<file path="src/hw/rtl/assert_macros.svh">
// ----------------------------------------------------------------------------
// Assertion macros
// Concurrent assertion wrappers shared by the RTL; empty under synthesis.
// ----------------------------------------------------------------------------
`ifndef ASSERT_MACROS_SVH
`define ASSERT_MACROS_SVH

`ifndef SYNTHESIS

// Check that prop holds at every rising clock edge outside reset.
`define ASSERT_PROP(lbl, clk, rstn, prop) \
  lbl: assert property (@(posedge clk) disable iff (!rstn) (prop)) \
    else $error("assertion failed");

// Check that cond never holds at a rising clock edge outside reset.
`define ASSERT_NEVER(lbl, clk, rstn, cond) \
  lbl: assert property (@(posedge clk) disable iff (!rstn) !(cond)) \
    else $error("forbidden condition seen");

`else

`define ASSERT_PROP(lbl, clk, rstn, prop)
`define ASSERT_NEVER(lbl, clk, rstn, cond)

`endif

`endif

</file>
<file path="src/hw/rtl/abpa_pkg.sv">
// ----------------------------------------------------------------------------
// Block pool allocator package
// Widths, register indexes, reset values and status codes of the allocator.
// ----------------------------------------------------------------------------
package abpa_pkg;

  // Field widths
  localparam int unsigned ADDR_W    = 32;
  localparam int unsigned CNT_W     = 9;
  localparam int unsigned BB_W      = 16;
  localparam int unsigned AL_W      = 13;
  localparam int unsigned STRIDE_W  = 17;
  localparam int unsigned CFG_W     = 32;
  localparam int unsigned CFG_IDX_W = 2;

  // Configuration register indexes
  localparam logic [CFG_IDX_W-1:0] CFG_BASE  = 2'd0;
  localparam logic [CFG_IDX_W-1:0] CFG_BLOCK = 2'd1;
  localparam logic [CFG_IDX_W-1:0] CFG_ALIGN = 2'd2;
  localparam logic [CFG_IDX_W-1:0] CFG_COUNT = 2'd3;

  // Configuration reset values
  localparam logic [ADDR_W-1:0] RST_BASE  = 32'd0;
  localparam logic [BB_W-1:0]   RST_BLOCK = 16'd64;
  localparam logic [AL_W-1:0]   RST_ALIGN = 13'd8;
  localparam logic [CNT_W-1:0]  RST_COUNT = 9'd256;

  // Request action codes
  localparam logic ACT_ALLOC = 1'b0;
  localparam logic ACT_FREE  = 1'b1;

  typedef enum logic [1:0] {
    ST_OK        = 2'd0,
    ST_EXHAUSTED = 2'd1,
    ST_NONE_HELD = 2'd2,
    ST_NOT_FOUND = 2'd3
  } status_e;

endpackage

</file>
<file path="src/hw/rtl/abpa_if.sv">
// ----------------------------------------------------------------------------
// Block pool allocator channels
// Request and response valid/ready channels of the allocator.
// ----------------------------------------------------------------------------
interface abpa_req_if;
  import abpa_pkg::*;

  logic              valid;
  logic              ready;
  logic              action;
  logic [ADDR_W-1:0] free_address;

  modport source (output valid, action, free_address, input ready);
  modport sink   (input valid, action, free_address, output ready);
endinterface

interface abpa_rsp_if;
  import abpa_pkg::*;

  logic              valid;
  logic              ready;
  logic [ADDR_W-1:0] block_address;
  status_e           status;
  logic [CNT_W-1:0]  available;

  modport source (output valid, block_address, status, available, input ready);
  modport sink   (input valid, block_address, status, available, output ready);
endinterface

</file>
<file path="src/hw/rtl/aligned_block_pool_allocator.sv">
// ----------------------------------------------------------------------------
// Aligned block pool allocator
// LIFO allocator of equal-size aligned blocks with an iterative divider.
// ----------------------------------------------------------------------------
// The allocator takes one transaction at a time: req_i.ready is high only while
// the sequencer idles. An allocate that finds a free block passes through a
// free-order read, a multiply, an add and a load of the output register before
// the block can take the next transaction; an allocate on an empty pool and a
// free with nothing allocated go straight to the output register load. For a
// free, the offset from the first block is divided by the stride in a shared
// restoring divider that settles one quotient bit per cycle, followed by a
// range check and, if it passes, the allocated-flag read and the push. A free
// whose offset is not an exact multiple of the stride inside the pool is
// turned away after the range check. A finished result waits for as long as
// the output register still waits for rsp_o.ready.
// After reset and after every configuration write the pool is rebuilt: two
// passes of the same divider round the base and the block size up to the
// alignment, then a clearing pass writes one free-order entry and one allocated
// flag per cycle for each of the effective blocks. No transaction is accepted
// during the rebuild. Results sit in an output register, so the next
// transaction can be accepted while a response still waits for rsp_o.ready.
// ----------------------------------------------------------------------------
`include "assert_macros.svh"

module aligned_block_pool_allocator #(
  parameter int unsigned MAX_BLOCKS = 256
) (
  input  logic                           clk_i,
  input  logic                           rst_ni,
  input  logic                           cfg_we_i,
  input  logic [abpa_pkg::CFG_IDX_W-1:0] cfg_idx_i,
  input  logic [abpa_pkg::CFG_W-1:0]     cfg_wdata_i,
  abpa_req_if.sink                       req_i,
  abpa_rsp_if.source                     rsp_o
);
  import abpa_pkg::*;

  localparam int unsigned IDX_W   = $clog2(MAX_BLOCKS);
  localparam int unsigned PROD_W  = IDX_W + STRIDE_W;
  localparam int unsigned NLIM    = (MAX_BLOCKS < 511) ? MAX_BLOCKS : 511;
  localparam logic [CNT_W-1:0] NSAT = CNT_W'(NLIM);
  localparam int unsigned DCNT_W  = $clog2(ADDR_W);
  localparam logic [DCNT_W-1:0] DIV_LAST = DCNT_W'(ADDR_W - 1);

  // Sequencer states
  localparam logic [3:0] S_RB_START = 4'd0;
  localparam logic [3:0] S_RB_A_DIV = 4'd1;
  localparam logic [3:0] S_RB_A_FIN = 4'd2;
  localparam logic [3:0] S_RB_B_DIV = 4'd3;
  localparam logic [3:0] S_RB_B_FIN = 4'd4;
  localparam logic [3:0] S_CLEAR    = 4'd5;
  localparam logic [3:0] S_IDLE     = 4'd6;
  localparam logic [3:0] S_ALLOC_RD = 4'd7;
  localparam logic [3:0] S_ALLOC_AD = 4'd8;
  localparam logic [3:0] S_FREE_DIV = 4'd9;
  localparam logic [3:0] S_FREE_CHK = 4'd10;
  localparam logic [3:0] S_FREE_UPD = 4'd11;
  localparam logic [3:0] S_EMIT     = 4'd12;

  // Configuration registers
  logic [ADDR_W-1:0] cfg_base_q, cfg_base_d;
  logic [BB_W-1:0]   cfg_block_q, cfg_block_d;
  logic [AL_W-1:0]   cfg_align_q, cfg_align_d;
  logic [CNT_W-1:0]  cfg_count_q, cfg_count_d;
  logic              cfg_hit;

  // Sequencer and pool state
  logic [3:0]          state_q, state_d;
  logic [CNT_W-1:0]    top_q, top_d;
  logic [CNT_W-1:0]    n_q, n_d;
  logic [CNT_W-1:0]    clr_q, clr_d;
  logic [ADDR_W-1:0]   first_q, first_d;
  logic [STRIDE_W-1:0] stride_q, stride_d;
  logic [IDX_W-1:0]    k_q, k_d;
  logic [PROD_W-1:0]   prod_q, prod_d;

  // Pending result
  logic [ADDR_W-1:0] res_addr_q, res_addr_d;
  status_e           res_status_q, res_status_d;
  logic [CNT_W-1:0]  res_avail_q, res_avail_d;

  // Shared restoring divider: quotient bits shift into the dividend register
  logic [ADDR_W-1:0]   div_dvd_q, div_dvd_d;
  logic [STRIDE_W-1:0] div_rem_q, div_rem_d;
  logic [STRIDE_W-1:0] div_dsr_q, div_dsr_d;
  logic [DCNT_W-1:0]   div_cnt_q, div_cnt_d;
  logic [STRIDE_W:0]   div_trial;
  logic                div_ge;
  logic [STRIDE_W-1:0] div_rem_step;

  // Output register
  logic              out_vld_q, out_vld_d;
  logic [ADDR_W-1:0] out_addr_q;
  status_e           out_status_q;
  logic [CNT_W-1:0]  out_avail_q;
  logic              out_load;

  // Memories
  logic [IDX_W-1:0] fo_mem [MAX_BLOCKS];
  logic             iu_mem [MAX_BLOCKS];
  logic             fo_we, iu_we, iu_wdata;
  logic [IDX_W-1:0] fo_waddr, fo_wdata, fo_raddr, fo_rd_q;
  logic [IDX_W-1:0] iu_waddr, iu_raddr;
  logic             iu_rd_q;

  // Derived configuration
  logic [AL_W-1:0]  align_eff;
  logic [BB_W-1:0]  block_eff;
  logic [CNT_W-1:0] count_eff;
  logic [AL_W-1:0]  pad;
  logic             req_acc;

  assign align_eff = (cfg_align_q == '0) ? AL_W'(1) : cfg_align_q;
  assign block_eff = (cfg_block_q == '0) ? BB_W'(1) : cfg_block_q;
  assign count_eff = (32'(cfg_count_q) > NLIM) ? NSAT : cfg_count_q;

  // Round-up padding from the remainder that the divider leaves
  assign pad = (div_rem_q == '0) ? '0 : AL_W'(align_eff - div_rem_q[AL_W-1:0]);

  assign div_trial    = {div_rem_q, div_dvd_q[ADDR_W-1]};
  assign div_ge       = div_trial >= {1'b0, div_dsr_q};
  assign div_rem_step = div_ge ? STRIDE_W'(div_trial - {1'b0, div_dsr_q})
                               : STRIDE_W'(div_trial);

  assign req_i.ready = (state_q == S_IDLE);
  assign req_acc     = req_i.valid && req_i.ready;

  assign fo_raddr = IDX_W'(top_q - CNT_W'(1));
  assign iu_raddr = IDX_W'(div_dvd_q);

  // Configuration writes; any write restarts the rebuild
  always_comb begin
    cfg_base_d  = cfg_base_q;
    cfg_block_d = cfg_block_q;
    cfg_align_d = cfg_align_q;
    cfg_count_d = cfg_count_q;
    cfg_hit     = 1'b0;
    if (cfg_we_i) begin
      case (cfg_idx_i)
        CFG_BASE: begin
          cfg_base_d = cfg_wdata_i[ADDR_W-1:0];
          cfg_hit    = 1'b1;
        end
        CFG_BLOCK: begin
          cfg_block_d = cfg_wdata_i[BB_W-1:0];
          cfg_hit     = 1'b1;
        end
        CFG_ALIGN: begin
          cfg_align_d = cfg_wdata_i[AL_W-1:0];
          cfg_hit     = 1'b1;
        end
        CFG_COUNT: begin
          cfg_count_d = cfg_wdata_i[CNT_W-1:0];
          cfg_hit     = 1'b1;
        end
        default: begin
          cfg_hit = 1'b0;
        end
      endcase
    end
  end

  // Sequencer
  always_comb begin
    state_d      = state_q;
    top_d        = top_q;
    n_d          = n_q;
    clr_d        = clr_q;
    first_d      = first_q;
    stride_d     = stride_q;
    k_d          = k_q;
    prod_d       = prod_q;
    res_addr_d   = res_addr_q;
    res_status_d = res_status_q;
    res_avail_d  = res_avail_q;
    div_dvd_d    = div_dvd_q;
    div_rem_d    = div_rem_q;
    div_dsr_d    = div_dsr_q;
    div_cnt_d    = div_cnt_q;
    fo_we        = 1'b0;
    fo_waddr     = '0;
    fo_wdata     = '0;
    iu_we        = 1'b0;
    iu_waddr     = '0;
    iu_wdata     = 1'b0;
    out_load     = 1'b0;

    case (state_q)
      S_RB_START: begin
        // base mod align
        div_dvd_d = cfg_base_q;
        div_dsr_d = STRIDE_W'(align_eff);
        div_rem_d = '0;
        div_cnt_d = '0;
        state_d   = S_RB_A_DIV;
      end
      S_RB_A_DIV, S_RB_B_DIV, S_FREE_DIV: begin
        div_dvd_d = {div_dvd_q[ADDR_W-2:0], div_ge};
        div_rem_d = div_rem_step;
        div_cnt_d = div_cnt_q + DCNT_W'(1);
        if (div_cnt_q == DIV_LAST) begin
          case (state_q)
            S_RB_A_DIV: state_d = S_RB_A_FIN;
            S_RB_B_DIV: state_d = S_RB_B_FIN;
            default:    state_d = S_FREE_CHK;
          endcase
        end
      end
      S_RB_A_FIN: begin
        first_d   = cfg_base_q + ADDR_W'(pad);
        // block size mod align
        div_dvd_d = ADDR_W'(block_eff);
        div_dsr_d = STRIDE_W'(align_eff);
        div_rem_d = '0;
        div_cnt_d = '0;
        state_d   = S_RB_B_DIV;
      end
      S_RB_B_FIN: begin
        stride_d = STRIDE_W'(block_eff) + STRIDE_W'(pad);
        n_d      = count_eff;
        top_d    = '0;
        clr_d    = '0;
        state_d  = S_CLEAR;
      end
      S_CLEAR: begin
        // Lay out the free order with block 0 on top, one entry per cycle
        if (clr_q == n_q) begin
          top_d   = n_q;
          state_d = S_IDLE;
        end else begin
          fo_we    = 1'b1;
          fo_waddr = IDX_W'(clr_q);
          fo_wdata = IDX_W'(n_q - CNT_W'(1) - clr_q);
          iu_we    = 1'b1;
          iu_waddr = IDX_W'(clr_q);
          iu_wdata = 1'b0;
          clr_d    = clr_q + CNT_W'(1);
        end
      end
      S_IDLE: begin
        if (req_acc) begin
          res_addr_d = '0;
          if (req_i.action == ACT_ALLOC) begin
            if (top_q == '0) begin
              res_status_d = ST_EXHAUSTED;
              res_avail_d  = '0;
              state_d      = S_EMIT;
            end else begin
              // Pop: the head entry is being read this cycle
              top_d   = top_q - CNT_W'(1);
              state_d = S_ALLOC_RD;
            end
          end else begin
            if (top_q >= n_q) begin
              res_status_d = ST_NONE_HELD;
              res_avail_d  = top_q;
              state_d      = S_EMIT;
            end else begin
              // Block index = offset / stride
              div_dvd_d = req_i.free_address - first_q;
              div_dsr_d = stride_q;
              div_rem_d = '0;
              div_cnt_d = '0;
              state_d   = S_FREE_DIV;
            end
          end
        end
      end
      S_ALLOC_RD: begin
        iu_we    = 1'b1;
        iu_waddr = fo_rd_q;
        iu_wdata = 1'b1;
        prod_d   = PROD_W'(fo_rd_q) * PROD_W'(stride_q);
        state_d  = S_ALLOC_AD;
      end
      S_ALLOC_AD: begin
        res_addr_d   = first_q + ADDR_W'(prod_q);
        res_status_d = ST_OK;
        res_avail_d  = top_q;
        state_d      = S_EMIT;
      end
      S_FREE_CHK: begin
        // Offset must be an exact multiple of the stride inside the pool
        k_d = IDX_W'(div_dvd_q);
        if ((div_rem_q != '0) || (div_dvd_q >= ADDR_W'(n_q))) begin
          res_status_d = ST_NOT_FOUND;
          res_avail_d  = top_q;
          state_d      = S_EMIT;
        end else begin
          state_d = S_FREE_UPD;
        end
      end
      S_FREE_UPD: begin
        if (!iu_rd_q) begin
          res_status_d = ST_NOT_FOUND;
          res_avail_d  = top_q;
        end else begin
          // Push the block back on top of the free order
          iu_we        = 1'b1;
          iu_waddr     = k_q;
          iu_wdata     = 1'b0;
          fo_we        = 1'b1;
          fo_waddr     = IDX_W'(top_q);
          fo_wdata     = k_q;
          top_d        = top_q + CNT_W'(1);
          res_status_d = ST_OK;
          res_avail_d  = top_q + CNT_W'(1);
        end
        state_d = S_EMIT;
      end
      S_EMIT: begin
        // Hold until the output register is free
        if (!out_vld_q || rsp_o.ready) begin
          out_load = 1'b1;
          state_d  = S_IDLE;
        end
      end
      default: begin
        state_d = S_RB_START;
      end
    endcase

    if (cfg_hit) begin
      state_d = S_RB_START;
    end
  end

  assign out_vld_d = out_load || (out_vld_q && !rsp_o.ready);

  assign rsp_o.valid         = out_vld_q;
  assign rsp_o.block_address = out_addr_q;
  assign rsp_o.status        = out_status_q;
  assign rsp_o.available     = out_avail_q;

  // Control registers
  always_ff @(posedge clk_i or negedge rst_ni) begin
    if (!rst_ni) begin
      state_q     <= S_RB_START;
      top_q       <= '0;
      n_q         <= '0;
      clr_q       <= '0;
      div_cnt_q   <= '0;
      out_vld_q   <= 1'b0;
      cfg_base_q  <= RST_BASE;
      cfg_block_q <= RST_BLOCK;
      cfg_align_q <= RST_ALIGN;
      cfg_count_q <= RST_COUNT;
    end else begin
      state_q     <= state_d;
      top_q       <= top_d;
      n_q         <= n_d;
      clr_q       <= clr_d;
      div_cnt_q   <= div_cnt_d;
      out_vld_q   <= out_vld_d;
      cfg_base_q  <= cfg_base_d;
      cfg_block_q <= cfg_block_d;
      cfg_align_q <= cfg_align_d;
      cfg_count_q <= cfg_count_d;
    end
  end

  // Datapath registers
  always_ff @(posedge clk_i) begin
    first_q      <= first_d;
    stride_q     <= stride_d;
    k_q          <= k_d;
    prod_q       <= prod_d;
    res_addr_q   <= res_addr_d;
    res_status_q <= res_status_d;
    res_avail_q  <= res_avail_d;
    div_dvd_q    <= div_dvd_d;
    div_rem_q    <= div_rem_d;
    div_dsr_q    <= div_dsr_d;
    if (out_load) begin
      out_addr_q   <= res_addr_q;
      out_status_q <= res_status_q;
      out_avail_q  <= res_avail_q;
    end
  end

  // Free-order stack
  always_ff @(posedge clk_i) begin
    if (fo_we) begin
      fo_mem[fo_waddr] <= fo_wdata;
    end
    fo_rd_q <= fo_mem[fo_raddr];
  end

  // Allocated flags
  always_ff @(posedge clk_i) begin
    if (iu_we) begin
      iu_mem[iu_waddr] <= iu_wdata;
    end
    iu_rd_q <= iu_mem[iu_raddr];
  end

  // Free count never exceeds the pool size
  `ASSERT_NEVER(a_top_bound, clk_i, rst_ni, top_q > n_q)

  // A granted allocate pops exactly one block
  `ASSERT_PROP(a_alloc_pop, clk_i, rst_ni, (req_acc && req_i.action == ACT_ALLOC && top_q != '0 && !cfg_we_i) |=> (top_q == $past(top_q) - CNT_W'(1)))

  // An exhausted pool reports no free blocks
  `ASSERT_PROP(a_exh_empty, clk_i, rst_ni, (out_load && res_status_q == ST_EXHAUSTED) |-> (res_avail_q == '0))

endmodule

</file>
<file path="src/flat_wrapper.sv">
// flat-port wrapper written by rule: the top's interface ports become plain ports
module aligned_block_pool_allocator_flat import abpa_pkg::*;
#(
  parameter int unsigned MAX_BLOCKS = 256
)
  (clk_i, rst_ni, cfg_we_i, cfg_idx_i, cfg_wdata_i, req_i_valid, req_i_action, req_i_free_address, req_i_ready, rsp_o_valid, rsp_o_block_address, rsp_o_status, rsp_o_available, rsp_o_ready);
  abpa_req_if req_i_i ();
  abpa_rsp_if rsp_o_i ();
  input  logic clk_i;
  input  logic rst_ni;
  input  logic cfg_we_i;
  input  logic [abpa_pkg::CFG_IDX_W-1:0] cfg_idx_i;
  input  logic [abpa_pkg::CFG_W-1:0] cfg_wdata_i;
  input wire logic [$bits(req_i_i.valid)-1:0] req_i_valid;
  input wire logic [$bits(req_i_i.action)-1:0] req_i_action;
  input wire logic [$bits(req_i_i.free_address)-1:0] req_i_free_address;
  output wire logic [$bits(req_i_i.ready)-1:0] req_i_ready;
  output wire logic [$bits(rsp_o_i.valid)-1:0] rsp_o_valid;
  output wire logic [$bits(rsp_o_i.block_address)-1:0] rsp_o_block_address;
  output wire logic [$bits(rsp_o_i.status)-1:0] rsp_o_status;
  output wire logic [$bits(rsp_o_i.available)-1:0] rsp_o_available;
  input wire logic [$bits(rsp_o_i.ready)-1:0] rsp_o_ready;
  assign req_i_i.valid = req_i_valid;
  assign req_i_i.action = req_i_action;
  assign req_i_i.free_address = req_i_free_address;
  assign req_i_ready = req_i_i.ready;
  assign rsp_o_valid = rsp_o_i.valid;
  assign rsp_o_block_address = rsp_o_i.block_address;
  assign rsp_o_status = rsp_o_i.status;
  assign rsp_o_available = rsp_o_i.available;
  assign rsp_o_i.ready = rsp_o_ready;
  aligned_block_pool_allocator #(.MAX_BLOCKS(MAX_BLOCKS)) u_core (.clk_i(clk_i), .rst_ni(rst_ni), .cfg_we_i(cfg_we_i), .cfg_idx_i(cfg_idx_i), .cfg_wdata_i(cfg_wdata_i), .req_i(req_i_i), .rsp_o(rsp_o_i));
endmodule
</file>
<file path="config.mk">
export PLATFORM = sky130hd
export DESIGN_NAME = aligned_block_pool_allocator_flat
export DESIGN_NICKNAME = d
export VERILOG_FILES = /design/src/hw/rtl/abpa_pkg.sv /design/src/hw/rtl/abpa_if.sv /design/src/hw/rtl/aligned_block_pool_allocator.sv /design/src/flat_wrapper.sv
export VERILOG_INCLUDE_DIRS = /design/src /design/src/hw/rtl
export SDC_FILE = /design/constraint.sdc
export NUM_CORES = 2
export LEC_CHECK = 0
export ABC_AREA = 0
export BUFFER_PORTS_ARGS = -buffer_cell sky130_fd_sc_hd__buf_2
export CAP_MARGIN = 40
export CORE_MARGIN = 2
export CORE_UTILIZATION = 35
export DETAILED_ROUTE_END_ITERATION = 10
export SETUP_SLACK_MARGIN = 0.4
export SLEW_MARGIN = 10
export SYNTH_ARGS = -nofsm -noshare
export SYNTH_HDL_FRONTEND = slang
export SYNTH_SLANG_ARGS = --single-unit
</file>
<file path="constraint.sdc">
create_clock -name clk_i -period 20.1 [get_ports clk_i]
set_clock_uncertainty 0.05 [all_clocks]
set_input_delay 0 -clock clk_i [delete_from_list [all_inputs] [get_ports clk_i]]
set_output_delay 0 -clock clk_i [all_outputs]
set_load 0.02 [all_outputs]
</file>
Word level (Yosys, flattened, before mapping)
Memories as Yosys holds them, arrays and structs flattened. A register that Yosys moved wholly into a read port is not among the register bits.
Cells that the tools add are included.

storage, ports and cells
  memory bits (read-only) = 0
  flip-flop bits (word level) = 341
  word-level logic and storage cells = 185
  bits in latches = 0
  memory bits (writable) = 2304
  memories kept = 2

cells by class
  $lt $le $gt $ge = 4
  equality and inequality tests = 31
  div/mod/pow operators = 0
  bitwise logic cells = 0
  shift-type cells = 0
  muxes and demuxes = 75
  multipliers = 1
  reductions and logical operators = 37
  $add $sub $neg = 12

memory list
  memory         words  width  rd ports  clocked after Yosys merged registers in  wr ports  line                                 text
  u_core.fo_mem  256    8      1         1                                        1         aligned_block_pool_allocator.sv:99   logic [IDX_W-1:0] fo_mem [MAX_BLOCKS];
  u_core.iu_mem  256    1      1         1                                        1         aligned_block_pool_allocator.sv:100  logic iu_mem [MAX_BLOCKS];

operators with widths
  kind                                                            number
  32-bit two-way mux                                              4
  32-bit one-hot mux with 4 select lines                          1
  17-bit two-way mux                                              7
  9-bit two-way mux                                               12
  9-bit one-hot mux with 4 select lines                           2
  32-bit one-hot mux with 2 select lines                          1
  17-bit one-hot mux with 3 select lines                          1
  4-bit one-hot mux with 10 select lines                          1
  17-bit one-hot mux with 2 select lines                          1
  32-bit by 13-bit adder with 32-bit output                       1
  32-bit by 25-bit adder with 32-bit output                       1
  32-bit by 9-bit greater-or-equal comparator with 1-bit output   1
  8-bit two-way mux                                               4
  8-bit one-hot mux with 2 select lines                           2
  32-bit subtractor                                               1
  4-bit two-way mux                                               7
  13-bit two-way mux                                              2
  8-bit by 17-bit multiplier with 25-bit output                   1
  8-bit one-hot mux with 3 select lines                           1
  4-bit equality test (second input constant)                     5
  9-bit by 1-bit adder with 9-bit output (second input constant)  2
  18-bit by 17-bit greater-or-equal comparator with 1-bit output  1
  9-bit one-hot mux with 2 select lines                           1
  16-bit by 13-bit adder with 17-bit output                       1
  48 further kinds                                                99

Longest topological paths before layout
  depth after elaboration = 6
  mapped depth = 21
  depth with buffers taken out = 21

Worst setup path after synthesis
No wires, ideal clock.

  path kind = register -> register
  start = register u_core.clr_q[1]
  end = memory u_core.fo_mem[0][7] (netlist bit) (data pin)
  path slack = 6.103 ns
  data arrival time = 11.761 ns
  clock period less this slack = 13.997 ns
  setup time = 2.187 ns
  required time = 17.863 ns
  stages on the path, launching flop included = 11
  buffers on the path = 0
  cells stage by stage = dfrtp_1 -> inv_1 -> ha_1 -> a21o_1 -> a21o_1 -> a21o_1 -> a21oi_1 -> o21bai_1 -> a21oi_1 -> xnor2_1 -> o21ai_0

on the way
  cells in the longest elaborated chain, start to end = 3
  elaborated cells between the ends (all ways) = 4
  those cells by class = add/sub (1); eq/ne (1); mux (2)

ends and longest elaborated chain
  element                                                  line                                                                      text
  from (decl)                                              aligned_block_pool_allocator.sv:71                                        logic [CNT_W-1:0] clr_q, clr_d;
  from (signal assigned)                                   aligned_block_pool_allocator.sv:352                                       clr_q <= clr_d;
  8-bit subtractor or 9-bit equality test (tied branches)  aligned_block_pool_allocator.sv:233, aligned_block_pool_allocator.sv:227
  8-bit two-way mux (*)                                    aligned_block_pool_allocator.sv:227                                       if (clr_q == n_q) begin
  8-bit one-hot mux with 2 select lines (*)                aligned_block_pool_allocator.sv:188                                       case (state_q)
  named net u_core.fo_wdata[7]                             aligned_block_pool_allocator.sv:102                                       logic [IDX_W-1:0] fo_waddr, fo_wdata, fo_raddr, fo_rd_q;
  to (decl)                                                aligned_block_pool_allocator.sv:99

The timed path passes the listed nets; every way through them passes the cells marked *.

Worst setup path after layout
  start = register u_core.top_q[0]
  end = register u_core.fo_rd_q[6] (read register of u_core.fo_mem)

on the way
  cells in the longest elaborated chain, start to end = 1

ends and longest elaborated chain
  element                                      line                                 text
  from (decl)                                  aligned_block_pool_allocator.sv:69   logic [CNT_W-1:0] top_q, top_d;
  from (signal assigned)                       aligned_block_pool_allocator.sv:350  top_q <= top_d;
  9-bit by 1-bit subtractor with 9-bit output  aligned_block_pool_allocator.sv:128  assign fo_raddr = IDX_W'(top_q - CNT_W'(1));
  to (decl)                                    aligned_block_pool_allocator.sv:102

No other way between the ends.
A chain may end at the register's enable or synchronous reset.

==> Flow_metrics.wiki <==
{| class="wikitable"
! Metric !! Value
|-
| Max_cap viols || 0
|-
| First-pass DRT Iterations || 10
|-
| Root Driver || clkbuf_16
|-
| Wire length of the first global-routing pass || 431000 um
|-
| HP Start || cfg_wdata_i[9]
|-
| Summed negative setup slack over all endpoints || 0 ns
|-
| Ratio of cells with drive above 1 in the final layout || 23.72%
|-
| Overall die height || 574.5 um
|-
| Cell breakdown of the critical path || inv_1, ha_4, buf_4, buf_16, buf_4, buf_4, buf_4, buf_16, mux4_2, mux4_2, mux4_2, mux4_2
|-
| Data arrival, critical path || 7.43 ns
|-
| Initial standard-cell utilization of the core || 35.16%
|-
| Count of buffers added by post-CTS timing repair for setup || 0
|-
| Global routing usage summed across all routing layers || 17.60%
|-
| Reg-to-Reg Start || u_core.top_q[0]
|-
| Worst Setup Path Type || flop to flop
|-
| Most frequent cells in the layout || edfxtp_1, mux4_2, nor2_1
|-
| I/O pin count || 117
|-
| Req. time, crit path || 20.76 ns
|-
| Half-perimeter wire length of the detailed placement result || 188000 um
|-
| Insertion delay of the later-clocked pin in the worst-skew pair || 0.87 ns
|-
| Start point of the critical path || u_core.top_q[0]
|-
| Share of the core filled with cells in the final layout || 40.75%
|-
| Critical path peak fanout || 49
|-
| Antenna violations before repair || 13
|-
| Syn Nets || 6627
|-
| Horizontal die dimension || 574.5 um
|-
| Tmin final || 6.764 ns
|-
| Top FF cell, synth || edfxtp_1
|-
| Maximum buffer depth of the clock tree || 4
|-
| Area after detailed placement || 0.1215 mm^2
|-
| Maximum frequency from static timing analysis || 0.1478 GHz
|-
| Family with the most delay on the worst path || buffers and inverters
|-
| Count of standard-cell rows || 209
|-
| Violation count after the first detailed-routing iteration || 6726
|-
| Post-cts resize count || 0
|-
| Total gr overflow || 0
|-
| Fin area || 0.1320 mm^2
|-
| Die Footprint || 0.3301 mm^2
|-
| Mean post-synth cell area || 18.15 um^2
|-
| Count of buffers from port buffering || 116
|-
| Layout area overhead || 15.87%
|-
| Measured slew at the worst slew-check pin || 1.332 ns
|-
| Number of global-route vias before repair || 61450
|-
| Detailed Route WL || 295500 um
|-
| Crit path launch type || flop
|-
| Number of antenna-violating nets in the routed design || 0
|-
| Leakage power figure || 0.04266 uW
|-
| Via count || 61060
|-
| Final setup slack of the worst path || 13.34 ns
|-
| Residual DRC || 0
|-
| Net count of the finished layout || 7051
|-
| TritonCTS clock tree || yes
|-
| Weighted congestion at the end of routability-driven global placement || 0.8455
|-
| Commonest non-fill, non-tap cell in the layout || edfxtp_1
|-
| CP endpoint kind || flop
|-
| Min-delay worst type || primary input to flop
|-
| Fraction of the yosys area taken by sequential cells || 69.41%
|-
| Maximum number of pins on one net before global-route repair || 173
|-
| Post-placement cell count || 10610
|-
| Post-route clock period utilization || 33.65%
|-
| Synth Warn # || 0
|-
| Pre-CTS WS || 13.29 ns
|-
| Unrepaired setup endpoints after global routing || false
|-
| CTS Sinks || 2654
|-
| Fraction of registers with async set/reset || 4.032%
|-
| Number of buffers created by CTS || 287
|-
| Outcome || complete, no violations
|-
| Instance count of the mapped netlist || 6276
|-
| Largest incremental delay on the critical path || 0.77 ns
|-
| Post-synth design cell area || 0.1139 mm^2
|-
| Number of pins with negative max-slew slack in the final report || 0
|-
| Post-synth EDFFs || 2538
|-
| Routed wirelength normalized by instance count || 26.26 um
|-
| Area of the core region || 0.3240 mm^2
|-
| CP bufs+invs || 7
|-
| Vias per inst || 5.426
|-
| Number of endpoints failing setup at the final stage || 0
|-
| Number of register bits inferred by synthesis || 2654
|-
| Synth unique cells || 81
|-
| Clock edge transition at the registers on the reported setup and hold paths || 0.06 ns
|-
| Final hold violation count || 0
|-
| CTS H-tree lvls || 5
|-
| Relative slew slack || 11.23%
|-
| Largest voltage drop on the vdd net || 0.2480 mV
|-
| Cell Count, Final, Fillers Out || 11250
|-
| Areal power density over the cells || 143.6 mW/mm^2
|-
| Slowest cell on the critical path || dfrtp_4
|}
## state kept, by name (all words and copies together), names as in the netlist, 17 cells and up
register / cells
u_core.cfg_base_q: 32
u_core.div_dsr_q: 17
u_core.div_rem_q: 17
u_core.prod_q: 25
u_core.rsp_o.block_address: 32
u_core.fo_mem: 2048
u_core.iu_mem: 256
u_core.stride_q: 17
u_core.div_dvd_q: 32
u_core.res_addr_q: 32
u_core.first_q: 32
## stage by stage
| stage | hold slack, ns | total power, uW |
|---|---|---|
| 5_1_grt | 0.02596 | 19980 |
| 6_report | 0.04931 | 18960 |
| 4_1_cts | 0.003362 | 19100 |
| 3_3_place_gp | 0.09249 | 13630 |
| 2_1_floorplan | -0.3456 | 12140 |
| 3_5_place_dp | 0.1026 | 13810 |
## worst register-to-register path, cell delays in order (launching register included)
cell and delay [ns]:
dfrtp_4 0.77, inv_1 0.28, ha_4 0.62, buf_4 0.41, buf_16 0.30, buf_4 0.67, buf_4 0.74, buf_4 0.48
buf_16 0.30, mux4_2 0.41, mux4_2 0.54, mux4_2 0.59, mux4_2 0.48
## routing by layer
layer  routed length, um  GRT usage (%)  part of all wire [%]  vias up
met2              142900          28.94                    48     2558
met3               22050          2.789                   7.5      490
met5                   0              0                     0        -
met1              122000          24.20                    41    32320
met4                8524          5.074                   2.9        0
li1                    -              -                     -    25690
## logic make-up (layout without fill, tap and decap cells)
family	count (synthesis)	after routing	synth area share [%]
buffers and inverters	537	1184	1.783
muxes	844	844	15.89
adders and majority gates	287	287	3.777
AOI/OAI and AO/OA	502	502	2.877
and+or+nand+nor	1288	1288	5.005
other	0	5	0
DFF	2654	2654	69.41
xor gates and xnor gates	164	164	1.261
## power breakdown
part	internal [uW]	total, uW	switching, uW
clock	3060	5210	2160
sequential	6710	6950	245
combinational	2880	6800	3910
## cells in the mapped netlist, types with 60 or more instances
library cell	number	area share (%)
a21oi_1	111	0.49
and2_1	91	0.50
buf_1	70	0.23
clkbuf_1	255	0.84
dfrtp_1	104	2.3
edfxtp_1	2538	67
fa_1	97	1.7
ha_1	182	2.0
inv_1	208	0.69
mux2_2	69	0.68
mux4_2	765	15
nand2_1	265	0.87
nor2_1	671	2.2
o21ai_0	129	0.57
xnor2_1	104	0.80
xor2_1	60	0.46
## final timing paths
kind / end / slack (ns) / cells after the start
setup reg to reg: u_core.fo_rd_q[6] / 13.34 / 12
hold / removal: u_core.cfg_base_q[9] / 0.05 / 3
hold reg to reg: u_core.rsp_o.block_address[4] / 0.35 / 0
min in group asynchronous: u_core.cfg_align_q[3] / 0.31 / 3
max in group asynchronous: u_core.top_q[0] / 18.80 / 4
setup / recovery: u_core.fo_rd_q[6] / 13.34 / 12
## final cells by class
| class | instances | area (um^2) |
|---|---|---|
| Fill cell | 28490 | 192000 |
| Sequential cell | 2654 | 79080 |
| Multi-Input combinational cell | 3085 | 33080 |
| Clock buffer | 368 | 7644 |
| Tap cell | 4325 | 5411 |
| Timing Repair Buffer | 463 | 4501 |
| Clock inverter | 144 | 1504 |
| Inverter | 209 | 784.5 |
| Antenna cell | 5 | 12.51 |
## repair_timing
action,in CTS,in global routing
setup endpoints to repair,0,0
hold buffers,120,0
hold endpoints to repair,207,0
Power figures use the tool's default switching activity.
